File: src/rtl/core/battery_monitor_command_engine_unit_macros.svh
// ----------------------------------------------------------------------------
// Assertion macros for the battery monitor command engine
// Each macro checks one property on the rising edge of clk, disabled while
// arst_n is low. Synthesis builds see empty bodies.
// ----------------------------------------------------------------------------
`ifndef BATTERY_MONITOR_COMMAND_ENGINE_UNIT_MACROS_SVH
`define BATTERY_MONITOR_COMMAND_ENGINE_UNIT_MACROS_SVH

`ifndef SYNTHESIS
// Consequent must hold in the same cycle as the antecedent.
`define BMCE_ASSERT_IMP(label, ante, cons) \
	label: assert property (@(posedge clk) disable iff (!arst_n) (ante) |-> (cons)) \
		else $error("same-cycle property failed");
// Consequent must hold in the cycle after the antecedent.
`define BMCE_ASSERT_NXT(label, ante, cons) \
	label: assert property (@(posedge clk) disable iff (!arst_n) (ante) |=> (cons)) \
		else $error("next-cycle property failed");
`else
`define BMCE_ASSERT_IMP(label, ante, cons)
`define BMCE_ASSERT_NXT(label, ante, cons)
`endif

`endif

File: src/rtl/core/bmce_pkg.sv
// ----------------------------------------------------------------------------
// bmce_pkg
// Types, sizes, command codes and memory map of the battery monitor command
// engine.
// ----------------------------------------------------------------------------
package bmce_pkg;

	localparam int MEM_BYTES     = 160;
	localparam int SCRATCH_BYTES = 96;
	localparam int PAGE_BYTES    = 32;

	localparam int MAIN_AW = $clog2(MEM_BYTES);
	localparam int SCR_AW  = $clog2(SCRATCH_BYTES);
	localparam int CNT_W   = $clog2(PAGE_BYTES + 1);

	localparam int MEM_READ_START = 3 * PAGE_BYTES;
	localparam int MEM_READ_END   = 5 * PAGE_BYTES;

	localparam int CFG_IDX_W = 2;
	localparam int CFG_W     = 16;

	localparam logic [CFG_IDX_W-1:0] CFG_NV_BUSY   = 2'd0;
	localparam logic [CFG_IDX_W-1:0] CFG_TEMP_BUSY = 2'd1;
	localparam logic [CFG_IDX_W-1:0] CFG_DEVICE_ID = 2'd2;

	localparam logic [2:0] FN_BUS_RESET = 3'd0;
	localparam logic [2:0] FN_WRITE     = 3'd1;
	localparam logic [2:0] FN_READ      = 3'd2;
	localparam logic [2:0] FN_TICK      = 3'd3;
	localparam logic [2:0] FN_SET_TEMP  = 3'd4;
	localparam logic [2:0] FN_PRESET    = 3'd5;

	localparam logic [7:0] CMD_RD_SCR  = 8'h11;
	localparam logic [7:0] CMD_WR_SCR  = 8'h17;
	localparam logic [7:0] CMD_COPY1   = 8'h22;
	localparam logic [7:0] CMD_COPY2   = 8'h25;
	localparam logic [7:0] CMD_COPY3   = 8'h28;
	localparam logic [7:0] CMD_RECALL1 = 8'h71;
	localparam logic [7:0] CMD_RECALL2 = 8'h77;
	localparam logic [7:0] CMD_RECALL3 = 8'h7A;
	localparam logic [7:0] CMD_SET_LCK = 8'h43;
	localparam logic [7:0] CMD_CLR_LCK = 8'h44;
	localparam logic [7:0] CMD_TEMP    = 8'hD2;
	localparam logic [7:0] CMD_RD_MEM  = 8'hB2;
	localparam logic [7:0] CMD_INC_CYC = 8'hB5;
	localparam logic [7:0] CMD_CLR_CYC = 8'hB8;
	localparam logic [7:0] CMD_NOP     = 8'h8E;
	localparam logic [7:0] CMD_DATA    = 8'h84;

	localparam logic [7:0] TEMP2_ADDR  = 8'h60;
	localparam logic [7:0] TEMP_ADDR   = 8'h61;
	localparam logic [7:0] STATUS_ADDR = 8'h62;
	localparam logic [7:0] ID_LO_ADDR  = 8'h80;
	localparam logic [7:0] ID_HI_ADDR  = 8'h81;
	localparam logic [7:0] CYC_HI_ADDR = 8'h82;
	localparam logic [7:0] CYC_LO_ADDR = 8'h83;

	localparam int LOCK_BIT = 2;
	localparam logic [7:0] LOCK_MASK = 8'b100;

	localparam logic signed [7:0] TEMP_MAX = 8'sd126;
	localparam logic signed [7:0] TEMP_MIN = -8'sd40;

	typedef enum logic [2:0] {
		PH_CMD    = 3'd0,
		PH_ADDR   = 3'd1,
		PH_RD_SCR = 3'd2,
		PH_WR_SCR = 3'd3,
		PH_RD_MEM = 3'd4,
		PH_DATA   = 3'd5,
		PH_DONE   = 3'd6
	} phase_t;

	typedef enum logic [2:0] {
		ST_IDLE,
		ST_EXEC,
		ST_LOCKCHK,
		ST_COPY,
		ST_RMW,
		ST_WR2,
		ST_RDWAIT,
		ST_FINISH
	} state_t;

	typedef enum logic [2:0] {
		RMW_SET_LOCK,
		RMW_CLR_LOCK,
		RMW_STATUS,
		RMW_INC_LO,
		RMW_INC_HI
	} rmw_op_t;

	typedef struct packed {
		logic [2:0]        func;
		logic [7:0]        data_byte;
		logic signed [7:0] temperature;
		logic [15:0]       cycle_preset;
	} in_item_t;

	typedef struct packed {
		logic [7:0] read_byte;
		logic       read_valid;
		logic       command_error;
		logic       temp_requested;
	} out_item_t;

	typedef struct packed {
		logic [15:0] nv_busy_ms;
		logic [15:0] temp_busy_ms;
		logic [15:0] device_id;
	} cfg_t;

	typedef struct packed {
		logic               we;
		logic [MAIN_AW-1:0] waddr;
		logic [7:0]         wdata;
		logic               re;
		logic [MAIN_AW-1:0] raddr;
	} main_req_t;

	typedef struct packed {
		logic              we;
		logic [SCR_AW-1:0] waddr;
		logic [7:0]        wdata;
		logic              re;
		logic [SCR_AW-1:0] raddr;
	} scr_req_t;

endpackage

File: src/rtl/core/battery_monitor_command_engine_unit.sv
// ----------------------------------------------------------------------------
// battery_monitor_command_engine_unit
// Slave-side command engine of a battery monitor memory device, one bus event
// per input beat and one result beat per input beat.
//
//   Channel   Direction  Handshake             Beat contents
//   in        input      in_valid / in_stall   func, data_byte, temperature,
//                                              cycle_preset
//   out       output     out_valid / out_stall read_byte, read_valid,
//                                              command_error, temp_requested
//   cfg       input      cfg_we (no wait)      cfg_index, cfg_data
//
// A simple beat passes EXEC and FINISH between acceptances. A read served from
// a memory passes RDWAIT, a two-byte write WR2 and a read-modify-write RMW; a
// counter increment with carry passes RMW twice. A page copy or recall moves
// one byte per cycle in COPY; a copy of page 1 first passes its lock check.
// Reset needs no clearing pass; per-entry valid bits make unwritten bytes read
// as 0xFF. A stalled result holds the output register, and the engine finishes
// the next result and waits with it until the register frees up.
// ----------------------------------------------------------------------------
module battery_monitor_command_engine_unit (
	input  logic                                 clk,
	input  logic                                 arst_n,
	input  logic                                 in_valid,
	output logic                                 in_stall,
	input  bmce_pkg::in_item_t                   in_data,
	output logic                                 out_valid,
	input  logic                                 out_stall,
	output bmce_pkg::out_item_t                  out_data,
	input  logic                                 cfg_we,
	input  logic [bmce_pkg::CFG_IDX_W-1:0]       cfg_index,
	input  logic [bmce_pkg::CFG_W-1:0]           cfg_data
);

	import bmce_pkg::*;

	// Configuration registers. Writes to an index past the list are dropped.
	cfg_t cfg_q;

	always_ff @(posedge clk or negedge arst_n) begin
		if (!arst_n) begin
			cfg_q.nv_busy_ms   <= 16'd10;
			cfg_q.temp_busy_ms <= 16'd10;
			cfg_q.device_id    <= 16'hFFFF;
		end else if (cfg_we) begin
			case (cfg_index)
				CFG_NV_BUSY:   cfg_q.nv_busy_ms   <= cfg_data;
				CFG_TEMP_BUSY: cfg_q.temp_busy_ms <= cfg_data;
				CFG_DEVICE_ID: cfg_q.device_id    <= cfg_data;
				default: begin
				end
			endcase
		end
	end

	// The sequencer talks to the two memories through request structs; read
	// data comes back in the cycle after the request.
	main_req_t   main_req;
	scr_req_t    scr_req;
	logic [7:0]  main_rdata;
	logic [7:0]  scr_rdata;

	logic        res_valid;
	logic        res_take;
	out_item_t   res;

	bmce_ctrl u_ctrl (
		.clk        (clk),
		.arst_n     (arst_n),
		.in_valid   (in_valid),
		.in_stall   (in_stall),
		.in_data    (in_data),
		.cfg        (cfg_q),
		.res_valid  (res_valid),
		.res_take   (res_take),
		.res        (res),
		.main_req   (main_req),
		.main_rdata (main_rdata),
		.scr_req    (scr_req),
		.scr_rdata  (scr_rdata)
	);

	// Main memory: pages 1 to 5, including the status and counter bytes.
	bmce_ram #(
		.WIDTH (8),
		.DEPTH (MEM_BYTES)
	) u_main_ram (
		.clk   (clk),
		.we    (main_req.we),
		.waddr (main_req.waddr),
		.wdata (main_req.wdata),
		.re    (main_req.re),
		.raddr (main_req.raddr),
		.rdata (main_rdata)
	);

	// Scratchpad: pages 1 to 3.
	bmce_ram #(
		.WIDTH (8),
		.DEPTH (SCRATCH_BYTES)
	) u_scr_ram (
		.clk   (clk),
		.we    (scr_req.we),
		.waddr (scr_req.waddr),
		.wdata (scr_req.wdata),
		.re    (scr_req.re),
		.raddr (scr_req.raddr),
		.rdata (scr_rdata)
	);

	// Output register. It takes a new result when it is empty or when its
	// current beat leaves in this cycle, so the engine can start the next
	// input beat while a result still waits downstream.
	logic out_valid_q;

	assign res_take  = !out_valid_q || !out_stall;
	assign out_valid = out_valid_q;

	always_ff @(posedge clk or negedge arst_n) begin
		if (!arst_n) begin
			out_valid_q <= 1'b0;
		end else if (res_valid && res_take) begin
			out_valid_q <= 1'b1;
		end else if (!out_stall) begin
			out_valid_q <= 1'b0;
		end
	end

	always_ff @(posedge clk) begin
		if (res_valid && res_take) begin
			out_data <= res;
		end
	end

endmodule

File: src/rtl/core/bmce_ram.sv
// ----------------------------------------------------------------------------
// bmce_ram
// Generic one-write, one-read synchronous RAM with a registered read port.
// ----------------------------------------------------------------------------
module bmce_ram #(
	parameter int WIDTH = 8,
	parameter int DEPTH = 64
) (
	input  logic                     clk,
	input  logic                     we,
	input  logic [$clog2(DEPTH)-1:0] waddr,
	input  logic [WIDTH-1:0]         wdata,
	input  logic                     re,
	input  logic [$clog2(DEPTH)-1:0] raddr,
	output logic [WIDTH-1:0]         rdata
);

	logic [WIDTH-1:0] mem_q [DEPTH];

	always_ff @(posedge clk) begin
		if (we) begin
			mem_q[waddr] <= wdata;
		end
		if (re) begin
			rdata <= mem_q[raddr];
		end
	end

endmodule

File: src/rtl/core/bmce_ctrl.sv
// ----------------------------------------------------------------------------
// bmce_ctrl
// Transaction sequencer: decodes one bus event at a time and drives the
// memory traffic, including read-modify-writes, and the scratchpad traffic.
// ----------------------------------------------------------------------------
`include "battery_monitor_command_engine_unit_macros.svh"

module bmce_ctrl (
	input  logic                clk,
	input  logic                arst_n,
	input  logic                in_valid,
	output logic                in_stall,
	input  bmce_pkg::in_item_t  in_data,
	input  bmce_pkg::cfg_t      cfg,
	output logic                res_valid,
	input  logic                res_take,
	output bmce_pkg::out_item_t res,
	output bmce_pkg::main_req_t main_req,
	input  logic [7:0]          main_rdata,
	output bmce_pkg::scr_req_t  scr_req,
	input  logic [7:0]          scr_rdata
);

	import bmce_pkg::*;

	state_t   state_q, state_d;
	phase_t   phase_q, phase_d;
	rmw_op_t  op_q, op_d;
	in_item_t item_q;

	logic [7:0]       cmd_q, cmd_d;
	logic [7:0]       ptr_q, ptr_d;
	logic [15:0]      nv_cd_q, nv_cd_d;
	logic [15:0]      tmp_cd_q, tmp_cd_d;
	logic             tmp_pend_q, tmp_pend_d;
	logic [7:0]       rbyte_q, rbyte_d;
	logic             rvalid_q, rvalid_d;
	logic             err_q, err_d;
	logic [7:0]       base_q, base_d;
	logic             to_mem_q, to_mem_d;
	logic [CNT_W-1:0] cnt_q, cnt_d;
	logic [7:0]       wr2_addr_q, wr2_addr_d;
	logic [7:0]       wr2_data_q, wr2_data_d;
	logic             rd_main_q, rd_main_d;

	// An entry that was never written still reads as 0xFF.
	logic [MEM_BYTES-1:0]     main_vld_q;
	logic [SCRATCH_BYTES-1:0] scr_vld_q;
	logic                     main_rvld_q;
	logic                     scr_rvld_q;
	logic [7:0]               main_rbyte;
	logic [7:0]               scr_rbyte;
	logic [7:0]               copy_rbyte;

	logic [7:0]        ptr_inc;
	logic [7:0]        cp_addr;
	logic [7:0]        cp_prev;
	logic [7:0]        rmw_inc;
	logic signed [7:0] t_clamp;
	logic [7:0]        t_double;

	assign main_rbyte = main_rvld_q ? main_rdata : 8'hFF;
	assign scr_rbyte  = scr_rvld_q ? scr_rdata : 8'hFF;
	assign copy_rbyte = to_mem_q ? scr_rbyte : main_rbyte;
	assign ptr_inc    = ptr_q + 8'd1;
	assign cp_addr    = base_q + 8'(cnt_q);
	assign cp_prev    = cp_addr - 8'd1;
	assign rmw_inc    = main_rbyte + 8'd1;

	always_comb begin
		t_clamp = item_q.temperature;
		if (t_clamp > TEMP_MAX) begin
			t_clamp = TEMP_MAX;
		end
		if (t_clamp < TEMP_MIN) begin
			t_clamp = TEMP_MIN;
		end
		t_double = t_clamp[7] ? 8'h00 : {t_clamp[6:0], 1'b0};
	end

	assign in_stall  = (state_q != ST_IDLE);
	assign res_valid = (state_q == ST_FINISH);
	assign res       = '{read_byte: rbyte_q, read_valid: rvalid_q,
		command_error: err_q, temp_requested: tmp_pend_q};

	always_ff @(posedge clk or negedge arst_n) begin
		if (!arst_n) begin
			state_q <= ST_IDLE;
		end else begin
			state_q <= state_d;
		end
	end

	always_comb begin
		state_d    = state_q;
		phase_d    = phase_q;
		op_d       = op_q;
		cmd_d      = cmd_q;
		ptr_d      = ptr_q;
		nv_cd_d    = nv_cd_q;
		tmp_cd_d   = tmp_cd_q;
		tmp_pend_d = tmp_pend_q;
		rbyte_d    = rbyte_q;
		rvalid_d   = rvalid_q;
		err_d      = err_q;
		base_d     = base_q;
		to_mem_d   = to_mem_q;
		cnt_d      = cnt_q;
		wr2_addr_d = wr2_addr_q;
		wr2_data_d = wr2_data_q;
		rd_main_d  = rd_main_q;
		main_req   = '0;
		scr_req    = '0;

		case (state_q)
			ST_IDLE: begin
				if (in_valid) begin
					state_d = ST_EXEC;
				end
			end

			ST_EXEC: begin
				rbyte_d  = 8'hFF;
				rvalid_d = 1'b0;
				err_d    = 1'b0;
				state_d  = ST_FINISH;
				case (item_q.func)
					FN_BUS_RESET: begin
						phase_d = PH_CMD;
						cmd_d   = 8'h00;
						ptr_d   = 8'h00;
					end

					FN_WRITE: begin
						case (phase_q)
							PH_CMD: begin
								cmd_d   = item_q.data_byte;
								phase_d = PH_DONE;
								case (item_q.data_byte)
									CMD_RD_SCR, CMD_WR_SCR, CMD_RD_MEM: begin
										phase_d = PH_ADDR;
									end
									CMD_COPY1: begin
										main_req.re    = 1'b1;
										main_req.raddr = MAIN_AW'(STATUS_ADDR);
										state_d        = ST_LOCKCHK;
									end
									CMD_COPY2, CMD_COPY3: begin
										if (item_q.data_byte == CMD_COPY2) begin
											nv_cd_d = cfg.nv_busy_ms;
											base_d  = 8'(PAGE_BYTES);
										end else begin
											base_d  = 8'(2 * PAGE_BYTES);
										end
										to_mem_d = 1'b1;
										cnt_d    = '0;
										state_d  = ST_COPY;
									end
									CMD_RECALL1, CMD_RECALL2, CMD_RECALL3: begin
										if (item_q.data_byte == CMD_RECALL1) begin
											base_d  = 8'h00;
										end else if (item_q.data_byte == CMD_RECALL2) begin
											nv_cd_d = cfg.nv_busy_ms;
											base_d  = 8'(PAGE_BYTES);
										end else begin
											nv_cd_d = cfg.nv_busy_ms;
											base_d  = 8'(2 * PAGE_BYTES);
										end
										to_mem_d = 1'b0;
										cnt_d    = '0;
										state_d  = ST_COPY;
									end
									CMD_SET_LCK, CMD_CLR_LCK: begin
										nv_cd_d        = cfg.nv_busy_ms;
										main_req.re    = 1'b1;
										main_req.raddr = MAIN_AW'(STATUS_ADDR);
										op_d           = (item_q.data_byte == CMD_SET_LCK) ?
											RMW_SET_LOCK : RMW_CLR_LOCK;
										state_d        = ST_RMW;
									end
									CMD_TEMP: begin
										tmp_pend_d = 1'b1;
										tmp_cd_d   = cfg.temp_busy_ms;
									end
									CMD_INC_CYC: begin
										nv_cd_d        = cfg.nv_busy_ms;
										main_req.re    = 1'b1;
										main_req.raddr = MAIN_AW'(CYC_LO_ADDR);
										op_d           = RMW_INC_LO;
										state_d        = ST_RMW;
									end
									CMD_CLR_CYC: begin
										nv_cd_d        = cfg.nv_busy_ms;
										main_req.we    = 1'b1;
										main_req.waddr = MAIN_AW'(CYC_HI_ADDR);
										main_req.wdata = 8'h00;
										wr2_addr_d     = CYC_LO_ADDR;
										wr2_data_d     = 8'h00;
										state_d        = ST_WR2;
									end
									CMD_NOP: begin
									end
									CMD_DATA: begin
										phase_d = PH_DATA;
									end
									default: begin
										err_d = 1'b1;
									end
								endcase
							end

							PH_ADDR: begin
								ptr_d   = item_q.data_byte;
								phase_d = PH_DONE;
								if (cmd_q == CMD_RD_SCR || cmd_q == CMD_WR_SCR) begin
									if (item_q.data_byte < 8'(SCRATCH_BYTES)) begin
										phase_d = (cmd_q == CMD_RD_SCR) ? PH_RD_SCR : PH_WR_SCR;
									end
								end else if (cmd_q == CMD_RD_MEM &&
									item_q.data_byte >= 8'(MEM_READ_START) &&
									item_q.data_byte < 8'(MEM_READ_END)) begin
									phase_d        = PH_RD_MEM;
									main_req.re    = 1'b1;
									main_req.raddr = MAIN_AW'(STATUS_ADDR);
									op_d           = RMW_STATUS;
									state_d        = ST_RMW;
								end
							end

							PH_WR_SCR: begin
								scr_req.we    = 1'b1;
								scr_req.waddr = ptr_q[SCR_AW-1:0];
								scr_req.wdata = item_q.data_byte;
								ptr_d         = ptr_inc;
								if (ptr_inc >= 8'(SCRATCH_BYTES)) begin
									phase_d = PH_DONE;
								end
							end

							PH_DATA: begin
								phase_d = PH_DONE;
							end

							default: begin
							end
						endcase
					end

					FN_READ: begin
						if (phase_q == PH_RD_SCR) begin
							scr_req.re    = 1'b1;
							scr_req.raddr = ptr_q[SCR_AW-1:0];
							rd_main_d     = 1'b0;
							state_d       = ST_RDWAIT;
							ptr_d         = ptr_inc;
							if (ptr_inc >= 8'(SCRATCH_BYTES)) begin
								phase_d = PH_DONE;
							end
						end else if (phase_q == PH_RD_MEM) begin
							ptr_d = ptr_inc;
							if (ptr_inc >= 8'(MEM_READ_END)) begin
								phase_d = PH_DONE;
							end
							if (ptr_q == ID_LO_ADDR) begin
								rbyte_d  = cfg.device_id[7:0];
								rvalid_d = 1'b1;
							end else if (ptr_q == ID_HI_ADDR) begin
								rbyte_d  = cfg.device_id[15:8];
								rvalid_d = 1'b1;
							end else begin
								main_req.re    = 1'b1;
								main_req.raddr = MAIN_AW'(ptr_q);
								rd_main_d      = 1'b1;
								state_d        = ST_RDWAIT;
							end
						end
					end

					FN_TICK: begin
						if (nv_cd_q != 16'd0) begin
							nv_cd_d = nv_cd_q - 16'd1;
						end
						if (tmp_cd_q != 16'd0) begin
							tmp_cd_d = tmp_cd_q - 16'd1;
						end
					end

					FN_SET_TEMP: begin
						main_req.we    = 1'b1;
						main_req.waddr = MAIN_AW'(TEMP_ADDR);
						main_req.wdata = t_clamp;
						wr2_addr_d     = TEMP2_ADDR;
						wr2_data_d     = t_double;
						tmp_pend_d     = 1'b0;
						state_d        = ST_WR2;
					end

					FN_PRESET: begin
						main_req.we    = 1'b1;
						main_req.waddr = MAIN_AW'(CYC_HI_ADDR);
						main_req.wdata = item_q.cycle_preset[15:8];
						wr2_addr_d     = CYC_LO_ADDR;
						wr2_data_d     = item_q.cycle_preset[7:0];
						state_d        = ST_WR2;
					end

					default: begin
					end
				endcase
			end

			ST_LOCKCHK: begin
				if (main_rbyte[LOCK_BIT]) begin
					state_d = ST_FINISH;
				end else begin
					nv_cd_d  = cfg.nv_busy_ms;
					base_d   = 8'h00;
					to_mem_d = 1'b1;
					cnt_d    = '0;
					state_d  = ST_COPY;
				end
			end

			// Source read of entry n overlaps the destination write of entry n-1.
			ST_COPY: begin
				if (cnt_q < CNT_W'(PAGE_BYTES)) begin
					if (to_mem_q) begin
						scr_req.re    = 1'b1;
						scr_req.raddr = cp_addr[SCR_AW-1:0];
					end else begin
						main_req.re    = 1'b1;
						main_req.raddr = MAIN_AW'(cp_addr);
					end
				end
				if (cnt_q != '0) begin
					if (to_mem_q) begin
						main_req.we    = 1'b1;
						main_req.waddr = MAIN_AW'(cp_prev);
						main_req.wdata = copy_rbyte;
					end else begin
						scr_req.we    = 1'b1;
						scr_req.waddr = cp_prev[SCR_AW-1:0];
						scr_req.wdata = copy_rbyte;
					end
				end
				cnt_d = cnt_q + CNT_W'(1);
				if (cnt_q == CNT_W'(PAGE_BYTES)) begin
					state_d = ST_FINISH;
				end
			end

			ST_RMW: begin
				state_d     = ST_FINISH;
				main_req.we = 1'b1;
				case (op_q)
					RMW_SET_LOCK: begin
						main_req.waddr = MAIN_AW'(STATUS_ADDR);
						main_req.wdata = main_rbyte | LOCK_MASK;
					end
					RMW_CLR_LOCK: begin
						main_req.waddr = MAIN_AW'(STATUS_ADDR);
						main_req.wdata = main_rbyte & ~LOCK_MASK;
					end
					RMW_STATUS: begin
						main_req.waddr = MAIN_AW'(STATUS_ADDR);
						main_req.wdata = {main_rbyte[7:2], nv_cd_q != 16'd0, tmp_cd_q != 16'd0};
					end
					RMW_INC_LO: begin
						main_req.waddr = MAIN_AW'(CYC_LO_ADDR);
						main_req.wdata = rmw_inc;
						// Carry into the high byte takes one more read.
						if (rmw_inc == 8'h00) begin
							main_req.re    = 1'b1;
							main_req.raddr = MAIN_AW'(CYC_HI_ADDR);
							op_d           = RMW_INC_HI;
							state_d        = ST_RMW;
						end
					end
					RMW_INC_HI: begin
						main_req.waddr = MAIN_AW'(CYC_HI_ADDR);
						main_req.wdata = rmw_inc;
					end
					default: begin
						main_req.we = 1'b0;
					end
				endcase
			end

			ST_WR2: begin
				main_req.we    = 1'b1;
				main_req.waddr = MAIN_AW'(wr2_addr_q);
				main_req.wdata = wr2_data_q;
				state_d        = ST_FINISH;
			end

			ST_RDWAIT: begin
				rbyte_d  = rd_main_q ? main_rbyte : scr_rbyte;
				rvalid_d = 1'b1;
				state_d  = ST_FINISH;
			end

			ST_FINISH: begin
				if (res_take) begin
					state_d = ST_IDLE;
				end
			end

			default: begin
				state_d = ST_IDLE;
			end
		endcase
	end

	always_ff @(posedge clk or negedge arst_n) begin
		if (!arst_n) begin
			phase_q     <= PH_CMD;
			cmd_q       <= 8'h00;
			ptr_q       <= 8'h00;
			nv_cd_q     <= 16'd0;
			tmp_cd_q    <= 16'd0;
			tmp_pend_q  <= 1'b0;
			main_vld_q  <= '0;
			scr_vld_q   <= '0;
		end else begin
			phase_q    <= phase_d;
			cmd_q      <= cmd_d;
			ptr_q      <= ptr_d;
			nv_cd_q    <= nv_cd_d;
			tmp_cd_q   <= tmp_cd_d;
			tmp_pend_q <= tmp_pend_d;
			if (main_req.we) begin
				main_vld_q[main_req.waddr] <= 1'b1;
			end
			if (scr_req.we) begin
				scr_vld_q[scr_req.waddr] <= 1'b1;
			end
		end
	end

	always_ff @(posedge clk) begin
		if (state_q == ST_IDLE && in_valid) begin
			item_q <= in_data;
		end
		if (main_req.re) begin
			main_rvld_q <= main_vld_q[main_req.raddr];
		end
		if (scr_req.re) begin
			scr_rvld_q <= scr_vld_q[scr_req.raddr];
		end
		op_q       <= op_d;
		rbyte_q    <= rbyte_d;
		rvalid_q   <= rvalid_d;
		err_q      <= err_d;
		base_q     <= base_d;
		to_mem_q   <= to_mem_d;
		cnt_q      <= cnt_d;
		wr2_addr_q <= wr2_addr_d;
		wr2_data_q <= wr2_data_d;
		rd_main_q  <= rd_main_d;
	end

	`BMCE_ASSERT_IMP(a_main_rw_apart, main_req.we && main_req.re, main_req.waddr != main_req.raddr)
	`BMCE_ASSERT_IMP(a_scr_rw_apart, scr_req.we && scr_req.re, scr_req.waddr != scr_req.raddr)
	`BMCE_ASSERT_IMP(a_scr_stream_ptr, phase_q == PH_RD_SCR || phase_q == PH_WR_SCR, ptr_q < 8'(SCRATCH_BYTES))
	`BMCE_ASSERT_IMP(a_mem_stream_ptr, phase_q == PH_RD_MEM, ptr_q >= 8'(MEM_READ_START) && ptr_q < 8'(MEM_READ_END))
	`BMCE_ASSERT_NXT(a_copy_ends, state_q == ST_COPY && cnt_q == CNT_W'(PAGE_BYTES), state_q == ST_FINISH)

endmodule
File: config.mk
export PLATFORM = sky130hd
export DESIGN_NAME = battery_monitor_command_engine_unit
export DESIGN_NICKNAME = d
export VERILOG_FILES = /design/src/rtl/core/bmce_pkg.sv /design/src/rtl/core/battery_monitor_command_engine_unit.sv /design/src/rtl/core/bmce_ram.sv /design/src/rtl/core/bmce_ctrl.sv
export VERILOG_INCLUDE_DIRS = /design/src /design/src/rtl/core
export SDC_FILE = /design/constraint.sdc
export NUM_CORES = 2
export LEC_CHECK = 0
export ABC_AREA = 1
export BUFFER_PORTS_ARGS = -buffer_cell sky130_fd_sc_hd__buf_2
export CORE_UTILIZATION = 40
export CTS_CLUSTER_SIZE = 20
export DETAILED_ROUTE_END_ITERATION = 10
export PLACE_DENSITY_LB_ADDON = 0.2
export SKIP_CTS_REPAIR_TIMING = 1
export SLEW_MARGIN = 20
export SYNTH_ARGS = -nofsm -noshare
export SYNTH_HDL_FRONTEND = slang
export SYNTH_SLANG_ARGS = --single-unit
File: constraint.sdc
create_clock -name clk -period 9.6 [get_ports clk]
set_input_delay 0.96 -clock clk [delete_from_list [all_inputs] [get_ports clk]]
set_output_delay 0.96 -clock clk [all_outputs]
set_load 0.02 [all_outputs]
* After elaboration in Yosys (flattened, before gate mapping)
Memory sizes are Yosys's and may differ from the RTL's. A register that Yosys moved wholly into a read port is not among the register bits.
Cells that the tools add are included.
** Storage, ports and cells
- Register bits :: 453
- Bits in writable memories :: 2048
- Input port bits :: 58
- Output and inout bits :: 13
- Logic and storage cells :: 341
- Memories kept :: 2
** Memories
- u_main_ram.mem_q :: words 160, width 8, read ports 1, clocked after memory_dff 1, wr ports 1, RTL line bmce_ram.sv:18 : logic [WIDTH-1:0] mem_q [DEPTH];
- u_scr_ram.mem_q :: words 96, width 8, read ports 1, clocked after memory_dff 1, wr ports 1, RTL line bmce_ram.sv:18
** Cells by class
- $add $sub $neg :: 7
- Magnitude comparators :: 14
- Equality and inequality tests :: 76
- Mux-type cells :: 149
- Bitwise operators :: 2
- Reductions and logical operators :: 58
** Operator list (count)
- $mux W8 :: 27
- $mux W16 :: 12
- $or A160 B160 Y160 :: 1
- $or A96 B96 Y96 :: 1
- $pmux W16 S2 :: 3
- $mux W9 :: 10
- $pmux W16 S5 :: 1
- $pmux W8 S2 :: 5
- $eq A8 B8 Y1 const B :: 9
- $pmux W8 S3 :: 3
- $mux W17 :: 4
- $pmux W17 S4 :: 1
- $mux W3 :: 20
- $pmux W9 S2 :: 3
- $pmux W17 S3 :: 1
- $pmux W16 S3 :: 1
- $pmux W24 S2 :: 1
- $eq A8 B7 Y1 const B :: 5
- $eq A8 B5 Y1 const B :: 4
- $reduce_bool A16 Y1 :: 2
- $sub A16 B1 Y16 const B :: 2
- $pmux W3 S2 :: 5
- $mux W1 :: 28
- $eq A3 B3 Y1 const B :: 9
- 60 further kinds :: 148

* Logic depth before layout (Yosys ltp)
- Word-level depth :: 11
- Depth in mapped cells :: 24
- Mapped depth without buffers :: 23

* Cells and area by module
From an unflattened synthesis, not the netlist that was laid out.
** Unflattened totals
- Cells, all modules :: 9537
- Area, all modules :: 106619.8 µm²
** Modules (own cells, without submodules)
- bmce_ram (u_main_ram) :: times used 1, cells an instance 4285, area an instance 52646.7 µm², seq. area each 38677.1 µm²
- bmce_ram (u_scr_ram) :: times used 1, cells an instance 2674, area an instance 31764.2 µm², seq. area each 23302.3 µm²
- bmce_ctrl :: times used 1, cells an instance 2348, area an instance 19767.7 µm², seq. area each 9884.5 µm²
- battery_monitor_command_engine_unit :: times used 1, cells an instance 230, area an instance 2441.1 µm², seq. area each 1581.5 µm²

* Least setup slack after synthesis
OpenSTA, ideal clock, no wires.
- Path type :: register to register
- Start :: register u_ctrl.state_q[0]
- End :: memory u_main_ram.mem_q[0][5], data pin
- Library setup time :: 1.444 ns
- Data arrival time :: 7.225 ns
- Required time :: 8.156 ns
- Path slack :: 0.931 ns
- Stages on the path, launching flop included :: 8
- Buffers on the path :: 0
- Clock period less this slack :: 8.669 ns
- Cells stage by stage :: dfrtp_1 > nor2_1 > inv_2 > nor2_4 > inv_2 > nor2_1 > inv_1 > o21ai_0
** RTL lines
- from (decl) :: RTL line bmce_ctrl.sv:26 : state_t state_q, state_d;
- from (signal assigned) :: RTL line bmce_ctrl.sv:90 : state_q <= state_d;
- to (decl) :: RTL line bmce_ram.sv:18

* Final worst setup path
- Start :: register u_ctrl.item_q[33] in the netlist's numbering
- End :: register u_main_ram.rdata[5] (read register of u_main_ram.mem_q), data pin
** On the way
- Longest elaborated chain between the ends :: 3
- Elaborated cells on any way between the ends :: 4
- Those cells by class :: 2 x eq/ne; 2 x mux
** Ends and longest elaborated chain
- from (decl) :: RTL line bmce_ctrl.sv:29 : in_item_t item_q;
- from (signal assigned) :: RTL line bmce_ctrl.sv:442 : item_q <= in_data;
- $eq A3 B2 Y1 / $eq A3 B1 Y1 (equally long branches) :: RTL line bmce_ctrl.sv:127 : case (item_q.func)
- $pmux W9 S2 * :: RTL line bmce_ctrl.sv:127
- $pmux W9 S3 * :: RTL line bmce_ctrl.sv:115 : case (state_q)
- to (decl) :: RTL line bmce_ram.sv:15 : output logic [WIDTH-1:0] rdata
Mark *: on every way between the ends. The rest lies on a longest branch, timed or not.
A chain may end at the register's enable or synchronous reset.

==> impl_metrics.prom <==
# TYPE chip_impl_metric gauge
chip_impl_info{name="status",value="completed"} 1
chip_impl_metric{name="grt.overflow.total",unit=""} 0
chip_impl_metric{name="synth-seq-area-share",unit="%"} 68.20
chip_impl_info{name="clk_tree_root_cell",value="sky130_fd_sc_hd__clkbuf_16"} 1
chip_impl_metric{name="share_of_cells_above_drive_strength_1",unit="%"} 8.287
chip_impl_info{name="critical_path.endpoint_type",value="flop"} 1
chip_impl_metric{name="finalHoldViolations",unit=""} 0
chip_impl_info{name="startpoint_type",value="flop"} 1
chip_impl_metric{name="buffers_plus_inverters_on_the_worst_setup_path",unit=""} 2
chip_impl_metric{name="pwr_density_cell",unit="nW/um^2"} 264.7
chip_impl_metric{name="clkSlewWorstSetupHoldPaths",unit="ns"} 0.07
chip_impl_metric{name="wl_per_instance",unit="um"} 23.59
chip_impl_metric{name="drt.antenna.violating_nets",unit=""} 0
chip_impl_metric{name="maximum_number_of_pins_on_one_net_before_global_route_repair",unit=""} 181
chip_impl_metric{name="post-synth-top-area-fraction",unit="%"} 59.82
chip_impl_metric{name="holdWs",unit="ns"} 0.01756
chip_impl_metric{name="starting_density_of_the_core",unit="%"} 40.19
chip_impl_info{name="hold_path.class",value="in2async"} 1
chip_impl_info{name="rsz0062_at_grt",value="no"} 1
chip_impl_metric{name="rows",unit=""} 190
chip_impl_metric{name="cts_max_path_buffers",unit=""} 4
chip_impl_info{name="worst-setup-path-type",value="reg2reg"} 1
chip_impl_metric{name="crit_fanout",unit=""} 180
chip_impl_metric{name="placement.io_buffers",unit=""} 70
chip_impl_metric{name="min_period_over_period",unit="%"} 65.70
chip_impl_metric{name="cts-buffers-inserted",unit=""} 275
chip_impl_metric{name="synth.avg_cell_area",unit="um^2"} 10.98
chip_impl_metric{name="htree_num_levels",unit=""} 5
chip_impl_metric{name="floorplan.die.width",unit="um"} 520.9
chip_impl_metric{name="finalSetupViolCount",unit=""} 0
chip_impl_metric{name="layout.cells.non_filler",unit=""} 13430
chip_impl_info{name="mostFrequentLayoutCell",value="sky130_fd_sc_hd__nand2_1"} 1
chip_impl_info{name="crit_path_frequent_cell",value="sky130_fd_sc_hd__nand2_1"} 1
chip_impl_metric{name="grt.total_usage",unit="%"} 22.90
chip_impl_metric{name="worst_skew_pair.late_latency",unit="ns"} 0.86
chip_impl_metric{name="placement.cell_area",unit="um^2"} 111100
chip_impl_metric{name="power",unit="mW"} 31.65
chip_impl_metric{name="clock-sinks",unit=""} 2505
chip_impl_info{name="ys.flop_type",value="sky130_fd_sc_hd__edfxtp_1"} 1
chip_impl_metric{name="worst_pin_slew",unit="ns"} 1.255
chip_impl_metric{name="postSynthRegisterBits",unit=""} 2505
chip_impl_metric{name="final-seq-area",unit="um^2"} 73450
chip_impl_metric{name="routabilityCongestion",unit=""} 0.8647
chip_impl_metric{name="count_of_boundary_i_o_pins",unit=""} 71
chip_impl_metric{name="yosysWarnings",unit=""} 0
chip_impl_metric{name="vias",unit=""} 74250
chip_impl_info{name="netlist.top_cell.by_area",value="sky130_fd_sc_hd__edfxtp_1"} 1
chip_impl_info{name="critPathSlowestCell",value="sky130_fd_sc_hd__buf_12"} 1
chip_impl_metric{name="drt_pass1_iterations",unit=""} 7
chip_impl_metric{name="synth_fp_nets",unit=""} 9877
chip_impl_metric{name="dieHeight",unit="um"} 520.9
chip_impl_info{name="yosys-top-cells-area",value="sky130_fd_sc_hd__edfxtp_1 (60%), sky130_fd_sc_hd__dfrtp_1 (7.9%), sky130_fd_sc_hd__nand2_1 (7.6%)"} 1
chip_impl_metric{name="grt_first_pass_wirelength",unit="mm"} 471.4
chip_impl_metric{name="synth.lib_cells_used.distinct",unit=""} 65
chip_impl_metric{name="grt_pass1_vias",unit=""} 70650
chip_impl_metric{name="hpwl",unit="mm"} 175.4
chip_impl_info{name="crit_path_cell_trace",value="nor2_1, nand2_2, nor2_4, nand3_2, nand2_1, nand2_8, nand2_8, buf_12, buf_12, nand2_1, nand2_1, nand4_1, nand2_1, nand2_1, nand3_1, nand3_1, nand2_1, nand2_1, nand3_1, nor2_1, nor2_1"} 1
chip_impl_metric{name="min_clock_period_post_route",unit="ns"} 6.307
chip_impl_metric{name="design.die.area",unit="um^2"} 271300
chip_impl_metric{name="final-max-slew-violation-count",unit=""} 0
chip_impl_metric{name="required",unit="ns"} 10.20
chip_impl_metric{name="p_leak",unit="nW"} 43.61
chip_impl_metric{name="grt_antenna_before_repair",unit=""} 14
chip_impl_metric{name="layout.nets",unit=""} 9729
chip_impl_metric{name="vdd.ir_drop.worst",unit="V"} 0.0004421
chip_impl_metric{name="synth-async-reset-ratio",unit="%"} 14.37
chip_impl_metric{name="drt-initial-drc-count",unit=""} 8225
chip_impl_info{name="critical-path-top-delay-family",value="simple AND/OR/NAND/NOR gates"} 1
chip_impl_metric{name="worst_path_largest_cell_delay",unit="ns"} 0.59
chip_impl_metric{name="final_cell_area",unit="um^2"} 119500
chip_impl_metric{name="post_synth_inst_count",unit=""} 9807
chip_impl_metric{name="timing.slew.headroom",unit="%"} 16.30
chip_impl_metric{name="multi_input_combinational_cell_area",unit="um^2"} 29280
chip_impl_metric{name="postRouteWirelength",unit="mm"} 316.8
chip_impl_metric{name="synth.cell_area",unit="um^2"} 107700
chip_impl_info{name="layout.cells.most_common_list",value="sky130_fd_sc_hd__nand2_1 (2177), sky130_fd_sc_hd__edfxtp_1 (2145), sky130_fd_sc_hd__nand3_1 (1025), sky130_fd_sc_hd__nor2_1 (925), sky130_fd_sc_hd__o21ai_0 (695)"} 1
chip_impl_metric{name="skew",unit="ns"} 0.04203
chip_impl_metric{name="highest_clock_frequency_the_design_can_meet",unit="MHz"} 158.5
chip_impl_metric{name="synth_edf_count",unit=""} 2145
chip_impl_metric{name="max_cap_viol_count",unit=""} 0
chip_impl_metric{name="dpl.cell_count",unit=""} 12930
chip_impl_metric{name="worst_ep_arrival_time",unit="ns"} 6.90
chip_impl_metric{name="finalSetupTns",unit="ns"} 0
chip_impl_metric{name="drc",unit=""} 0
chip_impl_metric{name="floorplan.core_area",unit="um^2"} 267900
chip_impl_metric{name="layout-area-overhead-vs-synth",unit="%"} 11.01
chip_impl_metric{name="via_count_normalized_by_instance_count",unit=""} 5.530
chip_impl_metric{name="fillers",unit=""} 24760
chip_impl_info{name="cts_tree",value="done"} 1
-- synthesized netlist by cell type (all sizes together) (4+ instances only) --
cell type,n
mux2i,40
nor2,940
clkinv,10
inv,617
nor4,6
o211ai,158
a31oi,9
xnor2,5
dfstp,20
nor3,32
o32ai,86
clkbuf,218
nand4,125
xor2,14
a221oi,4
nand3,1031
ha,12
or2,244
o221ai,55
nand3b,130
a22oi,5
edfxtp,2145
buf,401
o31ai,6
o21ai,804
o22ai,66
o2111ai,4
nand2,2197
a21oi,61
dfrtp,340
-- area by class of cell --
cell class	instances	area share, %
flip-flops and latches	2505	61.44
clock inverters	115	0.7222
multi-input cells	6056	24.49
clock buffers	374	6.338
inverters	627	1.995
repair buffers	194	1.288
diodes	3	0.006280
well taps	3552	3.718
-- registers in the layout, indices dropped and copies added (netlist names), 11 cells and up --
name and count:
u_main_ram.mem_q 1280, u_scr_ram.mem_q 768, u_ctrl.main_vld_q 160, u_ctrl.scr_vld_q 96, cfg_q 48, u_ctrl.item_q 35, u_ctrl.nv_cd_q 16, u_ctrl.tmp_cd_q 16
out_data 11
-- per-stage QoR --
step           util, %  setup WS (ns)
6_report         44.62          3.293
5_1_grt          44.62          3.068
4_1_cts          44.60          3.509
3_5_place_dp     41.45          3.489
3_3_place_gp     41.44          3.587
2_1_floorplan        -         0.9307
-- where the power goes --
part	internal, mW	total, mW	switching (mW)
clock network	5.83	10.1	4.31
logic	1.62	7.46	5.84
registers	13.8	14.0	0.283
-- layer usage --
layer / wire, um / up-vias / global-route usage (%)
met3: 23880 / 464 / 3.293
met2: 140600 / 2819 / 34.54
met1: 144300 / 37130 / 34.35
met5: 17 / - / 0
li1: - / 33840 / -
met4: 7898 / 2 / 6.322
-- final timing paths --
kind / from / to / slack [ns] / cells after the start
min in group clk: in_data[7] / u_ctrl.item_q[7]$_DFFE_PP_ / 0.30 / 1
worst min register to register: u_ctrl.rbyte_q[6]$_DFFE_PP_ / out_data[9]$_DFFE_PP_ / 0.42 / 0
worst min-delay path: arst_n / u_ctrl.main_vld_q[10]$_DFFE_PN0P_ / 0.02 / 1
max in group asynchronous: arst_n / u_ctrl.scr_vld_q[1]$_DFFE_PN0P_ / 7.34 / 3
worst max register to register: u_ctrl.item_q[33]$_DFFE_PP_ / u_main_ram.rdata[5]$_DFFE_PP_ / 3.29 / 21
worst max-delay path: u_ctrl.item_q[33]$_DFFE_PP_ / u_main_ram.rdata[5]$_DFFE_PP_ / 3.29 / 21
-- cells by family after synthesis --
family	count (synthesis)	synth area share (%)
xor gates and xnor gates	19	0.1545
DFF	2505	68.20
buffers and inverters	1246	4.968
adders and majority gates	12	0.1394
muxes	40	0.3718
and+or+nand+nor	4705	19.10
AOI/OAI and AO/OA	1280	7.061
Power figures use the tool's default switching activity.
